**src/rtl/core/rau_pkg.sv**
```systemverilog
// ----------------------------------------------------------------------------
// Rational arithmetic unit package
// Shared types, operation codes and status codes.
// ----------------------------------------------------------------------------
package rau_pkg;

   localparam int WIDTH = 32;
   localparam int PW = 64;

   typedef enum logic [1:0] {
      FUNC_ADD = 2'd0,
      FUNC_SUB = 2'd1,
      FUNC_MUL = 2'd2,
      FUNC_DIV = 2'd3
   } func_type;

   typedef enum logic [1:0] {
      STATUS_OK       = 2'd0,
      STATUS_ERROR    = 2'd1,
      STATUS_OVERFLOW = 2'd2
   } status_type;

   typedef enum logic [3:0] {
      ST_IDLE,
      ST_MUL,
      ST_COMB,
      ST_GCD_START,
      ST_GCD_DIV,
      ST_GCD_STEP,
      ST_RED_NUM,
      ST_RED_NUM_WAIT,
      ST_RED_DEN,
      ST_RED_DEN_WAIT,
      ST_CHECK,
      ST_OUT
   } state_type;

   // Commands from controller to datapath.
   typedef struct packed {
      logic load;
      logic mul;
      logic comb;
      logic div_start;
      logic div_sel_gcd;
      logic div_sel_num;
      logic gcd_step;
      logic store_num;
      logic store_den;
      logic check;
   } cmd_type;

   // Status from datapath to controller.
   typedef struct packed {
      logic err;
      logic num_zero;
      logic gcd_done;
      logic div_busy;
   } stat_type;

endpackage

```
**src/rtl/core/rau_controller.sv**
```systemverilog
// ----------------------------------------------------------------------------
// Rational arithmetic unit controller
// Sequences products, Euclid loop, reduction divisions and the output.
// ----------------------------------------------------------------------------
module rau_controller (
   input  logic                clock,
   input  logic                reset,
   input  logic                in_valid,
   output logic                in_ready,
   output logic                out_valid,
   input  logic                out_ready,
   output rau_pkg::cmd_type    cmd,
   input  rau_pkg::stat_type   stat
);
   import rau_pkg::*;

   state_type state_ff, state_in;

   always_ff @(posedge clock) begin
      if (reset) begin
         state_ff <= ST_IDLE;
      end else begin
         state_ff <= state_in;
      end
   end

   always_comb begin
      state_in  = state_ff;
      cmd       = '0;
      in_ready  = 1'b0;
      out_valid = 1'b0;
      case (state_ff)
         ST_IDLE: begin
            in_ready = 1'b1;
            if (in_valid) begin
               cmd.load = 1'b1;
               state_in = ST_MUL;
            end
         end
         ST_MUL: begin
            cmd.mul  = 1'b1;
            state_in = ST_COMB;
         end
         ST_COMB: begin
            cmd.comb = 1'b1;
            state_in = ST_GCD_START;
         end
         ST_GCD_START: begin
            if (stat.err || stat.num_zero) begin
               state_in = ST_CHECK;
            end else if (stat.gcd_done) begin
               state_in = ST_RED_NUM;
            end else begin
               cmd.div_sel_gcd = 1'b1;
               cmd.div_start   = 1'b1;
               state_in        = ST_GCD_DIV;
            end
         end
         ST_GCD_DIV: begin
            if (!stat.div_busy) begin
               state_in = ST_GCD_STEP;
            end
         end
         ST_GCD_STEP: begin
            cmd.gcd_step = 1'b1;
            state_in     = ST_GCD_START;
         end
         ST_RED_NUM: begin
            cmd.div_sel_num = 1'b1;
            cmd.div_start   = 1'b1;
            state_in        = ST_RED_NUM_WAIT;
         end
         ST_RED_NUM_WAIT: begin
            if (!stat.div_busy) begin
               cmd.store_num = 1'b1;
               state_in      = ST_RED_DEN;
            end
         end
         ST_RED_DEN: begin
            cmd.div_start = 1'b1;
            state_in      = ST_RED_DEN_WAIT;
         end
         ST_RED_DEN_WAIT: begin
            if (!stat.div_busy) begin
               cmd.store_den = 1'b1;
               state_in      = ST_CHECK;
            end
         end
         ST_CHECK: begin
            cmd.check = 1'b1;
            state_in  = ST_OUT;
         end
         ST_OUT: begin
            out_valid = 1'b1;
            if (out_ready) begin
               state_in = ST_IDLE;
            end
         end
         default: begin
            state_in = ST_IDLE;
         end
      endcase
   end
endmodule
```
**config.mk**
```make
export PLATFORM = sky130hd
export DESIGN_NAME = rau_controller
export DESIGN_NICKNAME = d
export VERILOG_FILES = /design/src/rtl/core/rau_pkg.sv /design/src/rtl/core/rau_controller.sv
export SDC_FILE = /design/constraint.sdc
export NUM_CORES = 1
export LEC_CHECK = 0
export ABC_AREA = 0
export ABC_CLOCK_PERIOD_IN_PS = 1370
export BUFFER_PORTS_ARGS = -buffer_cell sky130_fd_sc_hd__buf_2
export CAP_MARGIN = 15
export CELL_PAD_IN_SITES_DETAIL_PLACEMENT = 1
export CELL_PAD_IN_SITES_GLOBAL_PLACEMENT = 1
export CORE_MARGIN = 3
export CORE_UTILIZATION = 25
export DETAILED_ROUTE_END_ITERATION = 10
export GPL_TIMING_DRIVEN = 0
export PLACE_DENSITY = 0.8
export RECOVER_POWER = 100
export SLEW_MARGIN = 30
export SYNTH_ARGS = -nofsm -noshare
export SYNTH_HDL_FRONTEND = slang
export SYNTH_SLANG_ARGS = --single-unit
```
**constraint.sdc**
```tcl
create_clock -name clock -period 1.37 [get_ports clock]
set_input_delay 0.274 -clock clock [delete_from_list [all_inputs] [get_ports clock]]
set_output_delay 0.274 -clock clock [all_outputs]
set_load 0.02 [all_outputs]
```
== Yosys cells after proc, flatten, opt, wreduce, memory -nomap -nowiden ==
Cells that the tools add are included.
Word-level totals
  ROM bits: 0
  input port bits: 8
  register bits after elaboration: 4
  word-level logic and storage cells: 46
  memories: 0
  bits in latches: 0
  memory bits (writable): 0
Cells by class
  bitwise operators: 0
  div/mod/pow operators: 0
  reduce and logical (&&, ||, !) cells: 5
  equal/unequal tests: 16
  add/sub/neg operators: 0
  shifts and indexed selects: 0
  mux-type cells: 24
  multipliers: 0
  order comparisons: 0
Operators with widths (number)
  case mux 4 bit (11 select lines): 1
  two-way mux 4 bit: 6
  == test 4 x 3 -> 1 bit (second input constant): 4
  == test 4 bit (second input constant): 4
  two-way mux 1 bit: 13
  != test 2 bit (second input constant): 5
  == test 4 x 2 -> 1 bit (second input constant): 2
  two-way mux 2 bit: 3
  AND reduction 5 bit: 1
  == test 4 x 1 -> 1 bit (second input constant): 1
  zero test 4 bit: 1
  OR reduction 2 bit: 2
  case mux 1 bit (2 select lines): 1
  logical OR 1 bit: 1

== Longest topological paths before layout ==
Gate-level depths: netlist (run 1).
  depth in word-level cells: 3
  mapped depth: 5
  depth with buffers taken out: 4

== Worst setup path before layout (run 1) ==
OpenSTA, ideal clock, no wires.
  kind: register -> output
  start: register state_ff[3]
  end: output cmd[9] (netlist name)
  required time: 1.096 ns
  slack: -0.531 ns
  arrival time: 1.627 ns
  cell stages (with the launch flop): 4
  path buffers: 1
  cell sequence: dfxtp_1 clkbuf_1 nor4_1 and2_1
RTL lines
  start: declaration: line rau_controller.sv:17  | state_type state_ff, state_in;
  start signal: assignment: line rau_controller.sv:23  | state_ff <= state_in;
  end: declaration: line rau_controller.sv:12  | output rau_pkg::cmd_type cmd,

==> impl_metrics.toml, run 1 <==
[status]
status = "complete, but fails checks"
violations = "negative setup slack"

[synthesis]
yosysMostFrequentCell = "nor2_1"
synth_mux_area_share_pct = 0
yosysWarnings = 0
synthAdderAreaFrac_pct = 0
yosysSeqAreaShare_pct = 19.81
synthFlopType = "dfxtp_1"
synthSimpleGateAreaFrac_pct = 47.06
synth-xor-area-share_pct = 2.167
yosys.area.top_type = "dfxtp_1"
synth_edf_count = 0
synth_top_family_by_area = "simple AND/OR/NAND/NOR gates"
syn_area_per_cell_um2 = 6.850
synth-seq-cells = 4
netlist.area_leader.share_pct = 19.81
synthArstFlopShare_pct = 0
synth-compound-area-share_pct = 26.63
yosys-top-cells-count = "7 x nor2_1, 6 x nor3_1, 5 x nand2b_1, 5 x o21ai_0, 4 x dfxtp_1"
netlist_area_um2 = 404.1
syn_inst = 59
synth_cell_types = 27
synthTopCellsByArea = "dfxtp_1 20%, nand2b_1 7.7%, nor3_1 7.4%, nor2_1 6.5%, o21ai_0 6.2%"
syn_nets = 67

[setup_path]
cp_slowest_stage_delay_ps = 330
slowest_stage = "dfxtp_2"
worstSetupPathType = "reg -> out"
critPathTopFamily = "compound AO/OA/AOI/OAI gates"
worstPathRequired_ps = 1100
crit_path_end_kind = "output port"
cp_common_cell = "buf_6"
r2r_end = "state_ff[2]$_SDFFE_PP0P_"
reg2reg_slack_ps = -160
cp_num_buf_inv = 2
rr_worst_depth = 5
start_kind = "flop"
cp_max_fo = 4
cp_cell_sequence = "buf_6, and2_4, nand2_4, o21a_1, o22ai_4, buf_6"
r2r-start = "state_ff[0]$_SDFFE_PP0P_"
arrival_ps = 1370

[detailed_routing]
dr.pass1.iters = 4
drc = 0
wl_per_cell_um = 20.64
ant_nets = 0
routed_wirelength_mm = 2.270
via_count = 652
drt-initial-drc-count = 10
drt-vias-per-instance = 5.927

[clock_network]
numCtsBuffers = 3
clk_pin_slew_worst_paths_ps = 40
cts_root_buf = "clkbuf_4"
cts_tree = "built"
clock_path_buffers = 2
clkLatencyLatePin_ps = 240
cts_max_level = 1
clock-sinks = 4
hold_buffers = 0

[placed_design]
dp_cells = 93
port_buffers = 19
dp_hpwl_mm = 1.111
place_congestion = 0.7293

[timing]
fmax_ghz = 0.6072
drv_slew = 0
slew_headroom_pct = 66.12
clock_skew_ps = 10.07
finalCritPeriodShare_pct = 120.2
fin_setup_tns_ps = -2535
hold_viol = 0
holdWs_ps = 368.2
fin_crit_ps = 1647
rsz0062_at_grt = "yes"
setup_violations = 16
worstMarginPinSlew_ps = 501.8
setup_ws_ps = -277.0

[pwr]
p_per_area_nw_per_um2 = 1176
power.leakage_uw = 0.0003812
fin_total_pwr_uw = 1103
vdd_ir_drop_max_v = 0.0005995

[cells_and_area]
final_util_pct = 67.08
largest_reg_flops = 4
regMostFlops = "state_ff"
final_nets = 105
area_growth_pct = 132.2
reg.largest.list = "state_ff x4"
final_cell_count_no_fill = 110
antenna_cells = 0
drive_gt1_share_pct = 71.58

[grt]
grt_max_degree = 11
grt_use_total_pct = 20.71
antenna_found_initial = 0
grt_pass1_vias = 615
grt_pass1_wl_mm = 3.084
gr-total-overflow = 0

[hold_path]
worstHoldEndpoint = "state_ff[2]$_SDFFE_PP0P_"
whs_path_depth = 2
hold_path.class = "in -> reg"
hold_start = "reset"

[floorplan]
core_um2 = 1399
rows = 13
start_util_pct = 28.89
die_area_um2 = 2135
die_w_um = 46.21
io_pins = 20
dieHeight_um = 46.21

[flow_run]
drv_cap = 0
[layout by cell type (no fill, tap or decap), drive strengths merged, types with 2 or more instances in the layout]
cell | synthesis | layout
nor3 | 6 | 6
clkbuf | 2 | 5
and2 | 2 | 2
nand2b | 5 | 5
nor2b | 3 | 3
o21ai | 8 | 8
nor2 | 7 | 7
dfxtp | 4 | 4
nand2 | 3 | 3
nor4 | 2 | 2
buf | 2 | 35
[worst reg2reg max path: cells and delay by family (launching register included)]
| family | cells | cell delay [ps] |
|---|---|---|
| AOI/OAI and AO/OA | 2 | 270 |
| buffers and inverters | 1 | 140 |
| DFF | 1 | 320 |
| and+or+nand+nor | 2 | 680 |
[layer usage]
layer  track usage [%]  share of wire (%)  vias to the layer above
li1                  -                  -                      293
met1             25.12                 42                      321
met2             38.46                 50                       30
met3             5.078                5.6                        8
met4                 0                2.9                        0
met5                 0                  0                        -
[area by class of cell]
class                      count  area, um2
multi-input combinational     51      485.5
buffer                         4      61.31
fill                         159      460.4
timing repair buffer          33      260.3
tap                           15      18.77
clock buffer                   3      22.52
sequential                     4      90.09
[cells by family after synthesis]
group                     after synthesis
xor gates and xnor gates                1
buffers and inverters                   4
and+or+nand+nor                        34
DFF                                     4
AOI/OAI and AO/OA                      16
[metrics by stage]
| stage | instance area [um2] | setup WS (ps) |
|---|---|---|
| after detailed placement | 596.8 | -297.9 |
| after floorplan | 483.0 | -63.20 |
| after global routing | 938.4 | -331.3 |
| after CTS | 864.6 | -253.3 |
| after global placement | 596.8 | -268.1 |
| final | 938.4 | -277.0 |
[power breakdown]
| part | internal, uW | switching, uW |
|---|---|---|
| logic | 385 | 409 |
| registers | 141 | 20.9 |
| clock network | 98.0 | 49.1 |
[worst max path at each step]
stage,start,endpoint,slack [ps],cells after the start
after global placement,state_ff[3]$_SDFFE_PP0P_,cmd[6],-270,4
after CTS,state_ff[0]$_SDFFE_PP0P_,cmd[6],-250,6
after global routing,state_ff[1]$_SDFFE_PP0P_,cmd[6],-330,6
final,state_ff[0]$_SDFFE_PP0P_,cmd[6],-280,6
after floorplan,state_ff[3]$_SDFFE_PP0P_,cmd[9],-60,3
after detailed placement,state_ff[3]$_SDFFE_PP0P_,cmd[6],-300,5
[repair_timing]
action / CTS / global route
setup buffers: 13 / 1
cloned: 0 / 0
endpoints found under the setup margin: 16 / 16
pin swaps: 12 / 7
endpoints found under the hold margin: 0 / 0
resized for setup: 41 / 16
No activity file was read; power rests on OpenSTA's default activity.
==> run 2: changes to the inputs <==
--- a/config.mk
+++ b/config.mk
@@ -9,7 +9,7 @@
 export ABC_CLOCK_PERIOD_IN_PS = 1370
 export BUFFER_PORTS_ARGS = -buffer_cell sky130_fd_sc_hd__buf_2
 export CAP_MARGIN = 15
-export CELL_PAD_IN_SITES_DETAIL_PLACEMENT = 1
+export CELL_PAD_IN_SITES_DETAIL_PLACEMENT = 0
 export CELL_PAD_IN_SITES_GLOBAL_PLACEMENT = 1
 export CORE_MARGIN = 3
 export CORE_UTILIZATION = 25
==> impl_metrics.toml, run 2 (synthesized netlist as in run 1, its figures left out) <==
[setup_path]
reg2reg_slack_ps = -160
crit_path_end_kind = "output port"
cp_max_fo = 4
worstPathRequired_ps = 1100
start_kind = "flop"
cp_slowest_stage_delay_ps = 330
cp_cell_sequence = "buf_6, and2_4, nand2_4, o21a_1, o22ai_4, buf_6"
r2r-start = "state_ff[1]$_SDFFE_PP0P_"
worstSetupPathType = "reg -> out"
cp_common_cell = "buf_6"
arrival_ps = 1340
slowest_stage = "dfxtp_2"
startpoint = "state_ff[0]$_SDFFE_PP0P_"

[pwr]
power.leakage_uw = 0.0003650
p_per_area_nw_per_um2 = 1164
p_int_uw = 603.9
vdd_ir_drop_max_v = 0.0005963
power.switching_uw = 405.3
power.share.switching_pct = 40.16
clockPowerShare_pct = 14.1
p_comb_share_pct = 69.8
seqPwrFrac_pct = 16.1

[floorplan]
dieHeight_um = 46.21
start_util_pct = 28.89
die_w_um = 46.21
die_area_um2 = 2135
core_um2 = 1399
rows = 13
io_pins = 20

[cells_and_area]
stdcell_area_um2 = 867.1
antenna_cells = 0
drive_gt1_share_pct = 66.67
reg.largest.list = "state_ff x4"
multiInputGateArea_um2 = 435.4
final_cell_count_no_fill = 108
final_util_pct = 61.99
final_common_cell = "buf_4"
largest_reg_flops = 4
final_nets = 103
seqCellArea_um2 = 90.09
area_growth_pct = 114.6
regMostFlops = "state_ff"
layout_common_cells = "16 x buf_4, 9 x buf_6, 7 x buf_2, 5 x o21ai_0, 4 x nor2_1"
nFillCells = 130

[clock_network]
clock_path_buffers = 2
clk_pin_slew_worst_paths_ps = 40
cts_tree = "built"
clock-sinks = 4
cts_max_level = 1
numCtsBuffers = 3
hold_buffers = 0
cts_root_buf = "clkbuf_4"
clkLatencyLatePin_ps = 230

[detailed_routing]
drc = 0
ant_nets = 0
routed_wirelength_mm = 1.471
via_count = 574
drt-vias-per-instance = 5.315
wl_per_cell_um = 13.62
drt-initial-drc-count = 6
dr.pass1.iters = 5

[placed_design]
port_buffers = 19
dp_cells = 93
place_congestion = 0.7293
postPlaceCellArea_um2 = 596.8
dp_hpwl_um = 920.4

[grt]
antenna_found_initial = 0
grt_pass1_vias = 553
grt_pass1_wl_mm = 2.325
gr-total-overflow = 0
grt_max_degree = 11
grt_use_total_pct = 15.00

[hold_path]
hold_start = "out_ready"
hold_path.class = "in -> reg"

[timing]
fmax_ghz = 0.6202
finalCritPeriodShare_pct = 117.7
setup_ws_ps = -242.5
clock_skew_ps = 1.670
hold_viol = 0
drv_slew = 0
worstMarginPinSlew_ps = 376.9
setup_violations = 16
rsz0062_at_grt = "yes"
slew_headroom_pct = 74.68
fin_crit_ps = 1613

[flow_run]
drv_cap = 0

[status]
status = "complete, but fails checks"
violations = "negative setup slack"
## run 2: cell types whose count changed in the layout (fill, tap and decap cells not counted), sizes merged
cell | previous run | this run
clkbuf | 5 | 4
buf | 35 | 34
## run 2: per-stage QoR
stage               hold WS, ps  worst slack [ps]  total power (uW)  TNS, ps
global placement          580.3            -268.1             599.0    -1376
floorplan                 384.3            -63.20             494.1   -79.52
finish                    339.7            -242.5              1009    -2096
detailed placement        573.7            -285.8             599.1    -1251
global route              330.4            -330.1              1090    -3210
CTS                       317.3            -256.0             947.4    -2174
## run 2: final cells by class
class                           instances  area share (%)
Clock buffer                            3           2.597
Timing Repair Buffer                   31           28.72
Buffer                                  4           5.916
Tap cell                               15           2.165
Multi-Input combinational cell         51           50.22
Sequential cell                         4           10.39
## run 2: worst paths after layout
kind	to	depth (start not counted)
worst max-delay path	cmd[6]	6
worst min-delay path	state_ff[3]$_SDFFE_PP0P_	3
worst max register to register	state_ff[2]$_SDFFE_PP0P_	6
worst min register to register	state_ff[2]$_SDFFE_PP0P_	2
## run 2: per-layer routing
layer | vias up | share of wire (%) | global-route usage, %
met4 | 0 | 0.95 | 1.136
met3 | 2 | 7.7 | 6.641
met1 | 263 | 45 | 18.58
li1 | 289 | - | -
met5 | - | 0 | 0
met2 | 20 | 47 | 24.73
## run 2: worst max-delay path, delay by kind of cell (launching register included)
kind            cells  cell delay, ps
simple gates        2             200
flops               1             330
compound gates      2             330
buf+inv             2             260
## run 2: power by group through the flow
stage | logic, uW | registers, uW | clock network (uW)
final | 705 | 162 | 142
after global routing | 758 | 164 | 168
after CTS | 637 | 161 | 150
after detailed placement | 435 | 164 | 0
after global placement | 436 | 163 | 0
after floorplan | 336 | 158 | 0
## run 2: what timing repair did
action	4_1_cts	5_1_grt
resized for setup	33	13
pin swaps	8	5
endpoints found under the setup margin	16	16
buffers inserted	11	1
